<file path="src/sv/dllm_pkg.sv">
// Shared types and constants for the doubly linked list manager.
// Holds the request and response transaction structs and the opcode set.
// No dependencies.
`timescale 1ns / 1ps
`default_nettype none

package dllm_pkg;

   // Fixed field widths of the request and response transactions.
   localparam int NodeWidth   = 6;
   localparam int OpWidth     = 3;
   localparam int LengthWidth = 7;

   // Default pool size and the width used to compare slot indexes with it.
   localparam int NodeSlotsDefault = 64;
   localparam int SlotCmpWidth     = 13;

   // Request opcodes; the two remaining codes are illegal.
   typedef enum logic [OpWidth-1:0] {
      OP_PUSH_FRONT = 3'd0,
      OP_APPEND     = 3'd1,
      OP_INSERT     = 3'd2,
      OP_REMOVE     = 3'd3,
      OP_POP        = 3'd4,
      OP_CONTAINS   = 3'd5
   } op_type;

   typedef struct packed {
      logic [OpWidth-1:0]   op;
      logic [NodeWidth-1:0] node;
      logic [NodeWidth-1:0] anchor;
   } req_type;

   typedef struct packed {
      logic [NodeWidth-1:0]   popped_node;
      logic                   found;
      logic                   error;
      logic [LengthWidth-1:0] length;
      logic                   is_empty;
   } rsp_type;

endpackage

`default_nettype wire

</file>
<file path="src/sv/dllm_link_ram.sv">
// Link memory: one write port and one read port with registered read data.
// Used twice, once for the next links and once for the prev links.
// No package dependencies.
`timescale 1ns / 1ps
`default_nettype none

module dllm_link_ram #(
   parameter int DEPTH = 64,
   parameter int WIDTH = 7
) (
   input  wire logic                     clock,
   input  wire logic                     wr_en,
   input  wire logic [$clog2(DEPTH)-1:0] wr_addr,
   input  wire logic [WIDTH-1:0]         wr_data,
   input  wire logic [$clog2(DEPTH)-1:0] rd_addr,
   output logic      [WIDTH-1:0]         rd_data
);

   logic [WIDTH-1:0] mem_ff [DEPTH];

   // Synchronous write and read; contents are undefined until written.
   always_ff @(posedge clock) begin
      if (wr_en) begin
         mem_ff[wr_addr] <= wr_data;
      end
      rd_data <= mem_ff[rd_addr];
   end

endmodule

`default_nettype wire

</file>
<file path="src/sv/doubly_linked_list_manager.sv">
// Doubly linked list manager: one list over a pool of node slots.
// Depends on dllm_pkg and dllm_link_ram (next and prev link memories).
//
//   Channel   Ports                  Direction  Handshake
//   request   start, busy, req_data  in         taken when start is high and busy low
//   response  rsp_strobe, rsp_data   out        valid for one cycle, cannot be held off
//
// A request that links or unlinks a node runs in steps: the accept cycle issues the
// link memory read, ST_LINK captures the neighbor links, and ST_WR_A and ST_WR_B
// write the link memories, since each memory has one write port.
// The response strobe comes in the cycle after the last write, when busy is
// already low. Illegal requests and contains requests answer in the cycle after
// they are taken. Reset is synchronous; the link memories are not cleared.
`timescale 1ns / 1ps
`default_nettype none

module doubly_linked_list_manager #(
   parameter int NODE_SLOTS = dllm_pkg::NodeSlotsDefault
) (
   input  wire logic              clock,
   input  wire logic              reset,
   input  wire logic              start,
   output logic                   busy,
   input  wire dllm_pkg::req_type req_data,
   output logic                   rsp_strobe,
   output dllm_pkg::rsp_type      rsp_data
);

   import dllm_pkg::*;

   // Only slots that the node field can name are ever stored.
   localparam int MaxAddressable = 1 << NodeWidth;
   localparam int MemDepth = (NODE_SLOTS < MaxAddressable) ? NODE_SLOTS : MaxAddressable;
   localparam int AddrW    = $clog2(MemDepth);
   localparam int LinkW    = $clog2(NODE_SLOTS + 1);
   localparam logic [LinkW-1:0] NoneLink = LinkW'(NODE_SLOTS);

   typedef enum logic [1:0] {
      ST_IDLE,
      ST_LINK,
      ST_WR_A,
      ST_WR_B
   } state_type;

   state_type          state_ff;
   logic [LinkW-1:0]   first_ff;
   logic [LinkW-1:0]   last_ff;
   logic [LinkW-1:0]   count_ff;
   logic [MemDepth-1:0] in_list_ff;

   logic [OpWidth-1:0] op_ff;
   logic               insert_ff;
   logic [LinkW-1:0]   n_ff;
   logic [LinkW-1:0]   anchor_ff;
   logic [LinkW-1:0]   p_ff;
   logic [LinkW-1:0]   q_ff;

   logic               rsp_strobe_ff;
   rsp_type            rsp_ff;

   // Link memory ports.
   logic               next_wr_en;
   logic [AddrW-1:0]   next_wr_addr;
   logic [LinkW-1:0]   next_wr_data;
   logic               prev_wr_en;
   logic [AddrW-1:0]   prev_wr_addr;
   logic [LinkW-1:0]   prev_wr_data;
   logic [AddrW-1:0]   rd_addr;
   logic [LinkW-1:0]   next_rd;
   logic [LinkW-1:0]   prev_rd;

   // Request checks.
   logic               node_ok;
   logic               anchor_ok;
   logic               node_in;
   logic               anchor_in;
   logic               err_now;
   logic               found_now;
   logic               is_insert;
   logic               p_valid;
   logic               q_valid;
   logic [LinkW-1:0]   count_in;

   assign busy       = (state_ff != ST_IDLE);
   assign rsp_strobe = rsp_strobe_ff;
   assign rsp_data   = rsp_ff;

   // Membership lookup of the requested node and anchor.
   always_comb begin
      node_ok   = {{(SlotCmpWidth-NodeWidth){1'b0}}, req_data.node}
                  < SlotCmpWidth'(NODE_SLOTS);
      anchor_ok = {{(SlotCmpWidth-NodeWidth){1'b0}}, req_data.anchor}
                  < SlotCmpWidth'(NODE_SLOTS);
      node_in   = node_ok && in_list_ff[req_data.node[AddrW-1:0]];
      anchor_in = anchor_ok && in_list_ff[req_data.anchor[AddrW-1:0]];
   end

   // Legality of the request against the current list state.
   always_comb begin
      err_now   = 1'b0;
      found_now = 1'b0;
      is_insert = 1'b0;
      unique case (op_type'(req_data.op))
         OP_PUSH_FRONT, OP_APPEND: begin
            err_now   = !node_ok || node_in;
            is_insert = 1'b1;
         end
         OP_INSERT: begin
            err_now   = !node_ok || node_in || !anchor_in;
            is_insert = 1'b1;
         end
         OP_REMOVE: begin
            err_now = !node_in;
         end
         OP_POP: begin
            err_now = (first_ff == NoneLink);
         end
         OP_CONTAINS: begin
            found_now = node_in;
         end
         default: begin
            err_now = 1'b1;
         end
      endcase
   end

   // Read address: the anchor's prev link, or both links of the node to unlink.
   always_comb begin
      unique if (op_type'(req_data.op) == OP_INSERT) begin
         rd_addr = req_data.anchor[AddrW-1:0];
      end else if (op_type'(req_data.op) == OP_POP) begin
         rd_addr = first_ff[AddrW-1:0];
      end else begin
         rd_addr = req_data.node[AddrW-1:0];
      end
   end

   assign p_valid = (p_ff != NoneLink);
   assign q_valid = (q_ff != NoneLink);

   // Link memory writes. An insert writes the new node first and its neighbors
   // second; an unlink joins the two neighbors in the first write cycle.
   always_comb begin
      next_wr_en   = 1'b0;
      next_wr_addr = n_ff[AddrW-1:0];
      next_wr_data = q_ff;
      prev_wr_en   = 1'b0;
      prev_wr_addr = n_ff[AddrW-1:0];
      prev_wr_data = p_ff;
      unique case (state_ff)
         ST_WR_A: begin
            if (insert_ff) begin
               next_wr_en = 1'b1;
               prev_wr_en = 1'b1;
            end else begin
               next_wr_en   = p_valid;
               next_wr_addr = p_ff[AddrW-1:0];
               prev_wr_en   = q_valid;
               prev_wr_addr = q_ff[AddrW-1:0];
            end
         end
         ST_WR_B: begin
            if (insert_ff) begin
               next_wr_en   = p_valid;
               next_wr_addr = p_ff[AddrW-1:0];
               next_wr_data = n_ff;
               prev_wr_en   = q_valid;
               prev_wr_addr = q_ff[AddrW-1:0];
               prev_wr_data = n_ff;
            end
         end
         default: begin
         end
      endcase
   end

   assign count_in = insert_ff ? (count_ff + LinkW'(1)) : (count_ff - LinkW'(1));

   // Sequencer, list head and tail, membership bits, count and response.
   always_ff @(posedge clock) begin
      if (reset) begin
         state_ff      <= ST_IDLE;
         first_ff      <= NoneLink;
         last_ff       <= NoneLink;
         count_ff      <= '0;
         in_list_ff    <= '0;
         rsp_strobe_ff <= 1'b0;
      end else begin
         unique case (state_ff)
            ST_IDLE: begin
               if (start) begin
                  op_ff     <= req_data.op;
                  insert_ff <= is_insert;
                  anchor_ff <= LinkW'(req_data.anchor);
                  n_ff      <= (op_type'(req_data.op) == OP_POP)
                               ? first_ff : LinkW'(req_data.node);
                  if (err_now || op_type'(req_data.op) == OP_CONTAINS) begin
                     rsp_strobe_ff      <= 1'b1;
                     rsp_ff.popped_node <= '0;
                     rsp_ff.found       <= found_now;
                     rsp_ff.error       <= err_now;
                     rsp_ff.length      <= LengthWidth'(count_ff);
                     rsp_ff.is_empty    <= (count_ff == '0);
                  end else begin
                     rsp_strobe_ff <= 1'b0;
                     state_ff      <= ST_LINK;
                  end
               end else begin
                  rsp_strobe_ff <= 1'b0;
               end
            end
            ST_LINK: begin
               // Neighbors of the node being linked or unlinked.
               unique case (op_type'(op_ff))
                  OP_PUSH_FRONT: begin
                     p_ff <= NoneLink;
                     q_ff <= first_ff;
                  end
                  OP_APPEND: begin
                     p_ff <= last_ff;
                     q_ff <= NoneLink;
                  end
                  OP_INSERT: begin
                     p_ff <= prev_rd;
                     q_ff <= anchor_ff;
                  end
                  default: begin
                     p_ff <= prev_rd;
                     q_ff <= next_rd;
                  end
               endcase
               rsp_strobe_ff <= 1'b0;
               state_ff      <= ST_WR_A;
            end
            ST_WR_A: begin
               rsp_strobe_ff <= 1'b0;
               state_ff      <= ST_WR_B;
            end
            ST_WR_B: begin
               if (insert_ff) begin
                  if (!p_valid) begin
                     first_ff <= n_ff;
                  end
                  if (!q_valid) begin
                     last_ff <= n_ff;
                  end
               end else begin
                  if (!p_valid) begin
                     first_ff <= q_ff;
                  end
                  if (!q_valid) begin
                     last_ff <= p_ff;
                  end
               end
               in_list_ff[n_ff[AddrW-1:0]] <= insert_ff;
               count_ff           <= count_in;
               rsp_strobe_ff      <= 1'b1;
               rsp_ff.popped_node <= (op_type'(op_ff) == OP_POP) ? NodeWidth'(n_ff) : '0;
               rsp_ff.found       <= 1'b0;
               rsp_ff.error       <= 1'b0;
               rsp_ff.length      <= LengthWidth'(count_in);
               rsp_ff.is_empty    <= (count_in == '0);
               state_ff           <= ST_IDLE;
            end
            default: begin
               rsp_strobe_ff <= 1'b0;
               state_ff      <= ST_IDLE;
            end
         endcase
      end
   end

   dllm_link_ram #(
      .DEPTH (MemDepth),
      .WIDTH (LinkW)
   ) u_next_ram (
      .clock   (clock),
      .wr_en   (next_wr_en),
      .wr_addr (next_wr_addr),
      .wr_data (next_wr_data),
      .rd_addr (rd_addr),
      .rd_data (next_rd)
   );

   dllm_link_ram #(
      .DEPTH (MemDepth),
      .WIDTH (LinkW)
   ) u_prev_ram (
      .clock   (clock),
      .wr_en   (prev_wr_en),
      .wr_addr (prev_wr_addr),
      .wr_data (prev_wr_data),
      .rd_addr (rd_addr),
      .rd_data (prev_rd)
   );

endmodule

`default_nettype wire

</file>
<file path="config.mk">
export PLATFORM = sky130hd
export DESIGN_NAME = doubly_linked_list_manager
export DESIGN_NICKNAME = d
export VERILOG_FILES = /design/src/sv/dllm_pkg.sv /design/src/sv/dllm_link_ram.sv /design/src/sv/doubly_linked_list_manager.sv
export SDC_FILE = /design/constraint.sdc
export NUM_CORES = 1
export LEC_CHECK = 0
export ABC_AREA = 1
export BUFFER_PORTS_ARGS = -buffer_cell sky130_fd_sc_hd__buf_2
export CORE_ASPECT_RATIO = 1.1
export CORE_MARGIN = 2
export CORE_UTILIZATION = 45
export CTS_BUF_LIST = sky130_fd_sc_hd__clkbuf_16
export DETAILED_ROUTE_END_ITERATION = 7
export SLEW_MARGIN = 20
export SYNTH_ARGS = -nofsm -noshare
export SYNTH_HDL_FRONTEND = slang
export SYNTH_SLANG_ARGS = --single-unit
</file>
<file path="constraint.sdc">
create_clock -name clock -period 5.7 [get_ports clock]
set_input_delay 1.14 -clock clock [delete_from_list [all_inputs] [get_ports clock]]
set_output_delay 1.14 -clock clock [all_outputs]
set_load 0.005 [all_outputs]
</file>
==> results of run 1 <==
-- metal layers --
layer / wire length [microns] / vias to the layer above / global-route usage, %
met5: 0 / - / 0
met4: 2600 / 0 / 6.12
met3: 8690 / 179 / 3.79
met2: 55600 / 1109 / 36.7
met1: 50800 / 14454 / 32.3
li1: - / 13569 / -
-- through the flow --
stage               std cells  total power, mW  utilization [%]  worst slack (ns)  hold WS, ns
global placement         4794             11.5             46.9              1.24        0.458
detailed placement       4794             11.5             46.9              1.18        0.462
floorplan                3673             10.6                -              1.39        0.443
finish                   4985             18.0             50.2              1.27        0.479
global route             4985             18.6             50.2              1.11        0.497
CTS                      4985             18.1             50.2              1.45        0.478
-- worst min path at each step --
| stage | startpoint | endpoint | slack (ns) |
|---|---|---|---|
| floorplan | last_ff[6] | last_ff[6] | 0.44 |
| global placement | first_ff[6] | first_ff[6] | 0.46 |
| detailed placement | first_ff[6] | first_ff[6] | 0.46 |
| CTS | first_ff[6] | first_ff[6] | 0.48 |
| global route | first_ff[6] | first_ff[6] | 0.50 |
| finish | first_ff[6] | first_ff[6] | 0.48 |
-- power by group through the flow --
stage | combinational [mW] | clock (mW) | sequential [mW]
6_report | 2.52 | 6.60 | 8.88
5_1_grt | 2.74 | 6.97 | 8.89
4_1_cts | 2.50 | 6.69 | 8.87
3_5_place_dp | 2.49 | 0 | 9.04
3_3_place_gp | 2.47 | 0 | 9.03
2_1_floorplan | 1.56 | 0 | 9.03
-- cells in the final DEF (no fill, tap or decap), types with 102 or more instances in the layout --
cell type,instances
a21oi_1,107
clkbuf_16,106
dfxtp_1,102
nand2_1,288
nand3_1,225
nor2_1,490
o211ai_1,250
o21ai_1,186
o21ai_0,217
inv_1,137
edfxtp_1,943
-- area by class of cell --
class	instances	area, sq um
multi-input combinational	2238	12500
fill	8435	48600
timing repair buffer	103	798
clock inverter	85	604
clock buffer	106	2650
sequential	1045	30400
inverter	127	503
tap	1281	1600
-- state kept, by name (all words and copies together), names as in the netlist, 7 cells and up --
name,flops
u_next_ram.mem_ff,448
u_prev_ram.mem_ff,448
in_list_ff,64
rsp_data,16
count_ff,7
first_ff,7
last_ff,7
n_ff,7
p_ff,7
q_ff,7
u_next_ram.rd_data,7
u_prev_ram.rd_data,7
-- logic make-up (layout without fill, tap and decap cells) --
kind of cell	after synthesis	count (layout)	share of synthesized area [%]
xor gates and xnor gates	6	6	0.118
and+or+nand+nor	1188	1188	11.6
buffers and inverters	390	421	3.98
adders and majority gates	12	12	0.355
AOI/OAI and AO/OA	1032	1032	15.6
DFF	1045	1045	68.3
-- tightest hold or removal path: stages (launching register included) --
cell and delay (ns):
dfxtp_1 0.33, nand2_1 0.05, o211ai_1 0.06
-- synthesized netlist by cell type (all sizes together) (5+ instances only) --
| cell type | count | share of area, % |
|---|---|---|
| nor3 | 26 | 0.29 |
| nor4 | 5 | 0.070 |
| o211ai | 325 | 6.3 |
| clkbuf | 148 | 1.3 |
| nand3 | 226 | 2.6 |
| o221ai | 48 | 0.95 |
| o22ai | 42 | 0.59 |
| inv | 125 | 1.1 |
| nand2 | 294 | 2.5 |
| edfxtp | 943 | 64 |
| nor2 | 490 | 4.1 |
| or2 | 142 | 2.0 |
| a31oi | 10 | 0.14 |
| buf | 115 | 1.6 |
| dfxtp | 102 | 4.6 |
| o21ai | 429 | 5.0 |
| xor2 | 5 | 0.099 |
| ha | 11 | 0.31 |
| a21oi | 107 | 1.2 |
| a311oi | 64 | 1.3 |
==> metrics.txt, run 1 <==
Syn-to-layout area delta=10.4%; # hold bufs at CTS=0; crit-path max cell delay=approximately 0.87 ns; total die area=about 0.10 sq mm; clk_skew=approximately 0.019 ns; Reg power frac=between 40% and 50%; mapped cell area=roughly 0.044 sq mm; Vias=29311; Leak=roughly 16 nW; ys flop type=edfxtp_1; Root Driver=clkbuf_16; CTS tree=yes; vias in the first global route=between 20000 and 30000; Worst Path Required=between 5 and 6 ns; Antenna Nets Post-Route=0; Synth cell types=48; CP max-delay cell=nor2_1; largest net degree at the start of global routing=between 150 and 200; Syn Area/Cell=approximately 12 sq um; total gr overflow=0; RR Endpoint=u_prev_ram.mem_ff[3][5]; P_int=13.1 mW; max-slew violation count=0; Final Hold Fails=0; Clock Sinks=roughly 1000; I/O Buffers=35; synthesized flop and latch total=1045; first-pass GRT wire length=around 180 mm; GPL Wtd Cong=0.893; status=completed; CTS buffer count=around 100; vias per inst=just under 6; crit-path leading delay family=simple AND/OR/NAND/NOR gates; Nets=approximately 3600; fin area=0.0490 sq mm; CP Class=register to register; unrepaired setup endpoints after global routing=no; max capacitance violation total=0; WP depth=11; Clock Latency Late Sink=approximately 0.67 ns; crit path DAT=around 4.7 ns; IO Pins=36; worst rel slew slack=23.7%; clock share of power=36.7%; Pre-antenna DRT Iters=6; Starting Density=a little under half; DP HPWL=67.2 mm; YS warnings=0; area of the core=between 0.09 and 0.1 sq mm; Clock Path Buffers=3; maximum clock rate=roughly 0.23 GHz; Hold Path Class=register to register; wire per inst=between 20 and 25 microns; ys async rst share=0%; critical-path cell list=ha_1 -> buf_4 -> inv_1 -> nand2_1 -> a31oi_1 -> inv_1 -> nor2_1 -> inv_1 -> nor2_1 -> nand2_1 -> nor2_1; placed cell areas=around 0.046 sq mm; Tmin final=4.43 ns; GRT Total Usage=between 20% and 30%; crit path from=state_ff[1]; Die Height=334 microns; Post-synth EDFFs=943; FP Rows=between 100 and 150; Iter 0 DRT Violations=around 3200; Worst VDD drop=~0.22 mV; fraction of layout cells with a size suffix above 1=around an eighth; final setup fails=0; antenna cells=0; clk slew on worst S/H paths=~0.060 ns; drc violations=0; sw frac=27.3%; initial antenna violation count=0; Worst R2R Start=state_ff[1]; actual slew at the worst max-slew pin=~1.1 ns; crit path launch type=register; Worst Setup End Kind=register; worst reg-to-reg path cell count=11; H-tree depth=3; WP buf/inv=4; CP endpoint=u_prev_ram.mem_ff[3][5]; combinational power share=14.0%; Power Density=about 370 mW/mm^2; sequential share of the synthesized area=between 60% and 70%; post_cts resized=0; Gate Count Post-Synth=between 3000 and 4000; Final Cycle Share=slightly below 80%; flop2flop setup slack=roughly 1.3 ns; routed wire length=approximately 120 mm; Mapped Nets=3703; number of buffers added for setup after CTS=0; die width=slightly above 300 microns; worst-path maximum fanout=17; Setup TNS=0 ns; Sw Pwr=roughly 4.9 mW; hold path cells=2
Power figures use the tool's default switching activity.
==> inputs of run 2 (changes only) <==
--- a/config.mk
+++ b/config.mk
@@ -5,7 +5,7 @@
 export SDC_FILE = /design/constraint.sdc
 export NUM_CORES = 1
 export LEC_CHECK = 0
-export ABC_AREA = 1
+export ABC_AREA = 0
 export BUFFER_PORTS_ARGS = -buffer_cell sky130_fd_sc_hd__buf_2
 export CORE_ASPECT_RATIO = 1.1
 export CORE_MARGIN = 2
==> constraint.sdc (replaced) <==
create_clock -name clock -period 4.5 [get_ports clock]
set_input_delay 0.9 -clock clock [delete_from_list [all_inputs] [get_ports clock]]
set_output_delay 0.9 -clock clock [all_outputs]
set_load 0.005 [all_outputs]
==> metrics.txt, run 2 <==
Top Registers=u_next_ram.mem_ff (448), u_prev_ram.mem_ff (448), in_list_ff (64); Clock Path Buffers=3; total die area=~0.1 sq mm; status=completed; DP HPWL=about 75 mm; Hold Path Class=register to register; Post-Synth XOR/XNOR Area=0.140%; final setup fails=0; clock share of power=about two fifths; worst-path maximum fanout=41; Starting Density=45.2%; Antenna Nets Post-Route=0; Worst VDD drop=~0.32 mV; area of the core=between 0.09 and 0.1 sq mm; # fillers=~8300; Gate Count Post-Synth=3564; CTS tree=yes; die width=302 microns; initial antenna violation count=1; GPL Wtd Cong=about 0.86; I/O Buffers=35; Iter 0 DRT Violations=between 3000 and 4000; Multi-input gate area=0.0125 sq mm; Clock Latency Late Sink=approximately 0.69 ns; crit path DAT=around 4.3 ns; cell with the most instances after synthesis=edfxtp_1; H-tree depth=3; sequential share of the synthesized area=69.2%; placed cell areas=about 0.046 sq mm; max capacitance violation total=0; leading area contributor after synthesis=edfxtp_1; Die Height=331 microns; Reg area=slightly above 0.03 sq mm; Tmin final=3.96 ns; synthesized flop and latch total=1045; Clock Sinks=1045; Power Density=approximately 420 mW/mm^2; fin area=0.0493 sq mm; Nets=approximately 3600; commonest non-fill, non-tap cells in the layout=edfxtp_1, nand2_1, nand3_1; Syn-to-layout area delta=12.4%; GRT Total Usage=a little under a quarter; largest net degree at the start of global routing=between 80 and 90; post-synth top area share=roughly 65%; CP Class=register to register; Mapped Nets=around 3600; max-slew violation count=0; maximum clock rate=roughly 0.25 GHz; IO Pins=36; Root Driver=clkbuf_16; fraction of layout cells with a size suffix above 1=between 10% and 20%; CTS buffer count=104; Pre-antenna DRT Iters=6; complex-gate fraction of the synthesized area=a little under a tenth; Synth Area in Simple Gates=between 15 and 20%; Vias=~29000; crit path launch type=register; # hold bufs at CTS=0; Reg power frac=between 50% and 60%; number of buffers added for setup after CTS=0; fraction of the mapped netlist area in adder cells=less than 1%; synth top area cells=edfxtp_1, nand2_1, dfxtp_1, nand3_1, a311oi_1; mapped cell area=0.0439 sq mm; Worst Path Required=~4.8 ns; P_int=15.8 mW; Leak=~17 nW; Post-synth EDFFs=~940; actual slew at the worst max-slew pin=1.13 ns; clk_skew=0.0283 ns; ys async rst share=0%; Synth cell types=71; largest family of logic cells by synthesized area=simple AND/OR/NAND/NOR gates; Sw Pwr=about 5.0 mW; first-pass GRT wire length=between 150 and 200 mm; post_cts resized=0; combinational power share=slightly below 9%; worst rel slew slack=between 20 and 25%; Worst Setup End Kind=register; sw frac=around a quarter; clk slew on worst S/H paths=approximately 0.060 ns; vias in the first global route=between 20000 and 30000; Final Cycle Share=about nine tenths; unrepaired setup endpoints after global routing=no; Final Hold Fails=0; vias per inst=5.92; drc violations=0; commonest non-fill, non-tap cell in the layout=edfxtp_1; mux cell area share after synthesis=approximately 2.7%; placed insts=4770; ys flop type=edfxtp_1; non-filler instance count after layout=approximately 5000; routed wire length=121 mm; FP Rows=120; Syn Area/Cell=12.3 sq um; wire per inst=about 24 microns; Setup TNS=0 ns; synth cell count leaders=edfxtp_1, nand2_1, nand3_1; YS warnings=0; total gr overflow=0
==> run 2: cell count changes in the layout (fill, tap and decap cells not counted), moves of 50 or more <==
cell / before / now
o21ai_1: 186 / 38
o211ai_1: 250 / 2
and3_1: 0 / 114
nand4_1: 3 / 81
or2_1: 65 / 1
a31oi_1: 10 / 60
o21ai_0: 217 / 46
nor2_1: 490 / 201
inv_1: 137 / 42
o211ai_2: 75 / 0
buf_4: 59 / 135
nand2_1: 288 / 843
or2_2: 67 / 2
a211oi_1: 2 / 108
==> run 2: worst max-delay path: stages, from the launching register on <==
cell and delay [ns]:
dfxtp_1 0.38, ha_1 0.22, buf_4 0.41, nand2_1 0.46, nor2_1 0.21, nor2_1 0.06, a21oi_1 0.17, buf_4 0.20
nand4_1 0.60, nor2_1 0.85
==> run 2: metal layers <==
layer	GRT usage, %	part of all wire (%)	vias to the layer above
met2	38.7	48	1163
met5	0	0	-
li1	-	-	13409
met4	6.74	2.4	0
met3	3.41	6.9	178
met1	33.4	43	14620
==> run 2: final timing paths <==
path / slack [ns] / start / cells after the start / to
hold / removal: 0.47 / in_list_ff[6] / 2 / in_list_ff[6]
setup reg to reg: 0.54 / state_ff[1] / 9 / u_prev_ram.mem_ff[29][5]
hold reg to reg: 0.47 / in_list_ff[6] / 2 / in_list_ff[6]
setup / recovery: 0.54 / state_ff[1] / 9 / u_prev_ram.mem_ff[29][5]
==> run 2: cell type report <==
class	instances	share of cell area, %
Timing Repair Buffer	185	3.05
Antenna cell	1	0.00508
Clock buffer	108	5.48
Tap cell	1281	3.25
Clock inverter	82	1.10
Multi-Input combinational cell	2239	25.3
Sequential cell	1045	61.6
Inverter	20	0.152
==> run 2: logic make-up after synthesis <==
group,Yosys count
muxes,81
AOI/OAI and AO/OA,569
DFF,1045
and+or+nand+nor,1570
xor gates and xnor gates,7
adders and majority gates,12
buffers and inverters,280
==> run 2: through the flow <==
stage	hold slack (ns)	util, %	power [mW]	setup slack, ns
detailed placement	0.456	47.4	12.7	0.427
CTS	0.462	50.8	20.9	0.657
global route	0.489	50.8	21.4	0.311
floorplan	0.436	-	11.9	0.179
global placement	0.445	47.4	12.7	0.430
finish	0.467	50.8	20.8	0.539
==> run 2: power groups by stage <==
stage / combinational [mW] / clock [mW] / sequential (mW)
6_report: 1.83 / 8.32 / 10.7
5_1_grt: 1.97 / 8.81 / 10.7
4_1_cts: 1.82 / 8.43 / 10.7
3_5_place_dp: 1.82 / 0 / 10.9
3_3_place_gp: 1.81 / 0 / 10.9
2_1_floorplan: 1.12 / 0 / 10.8
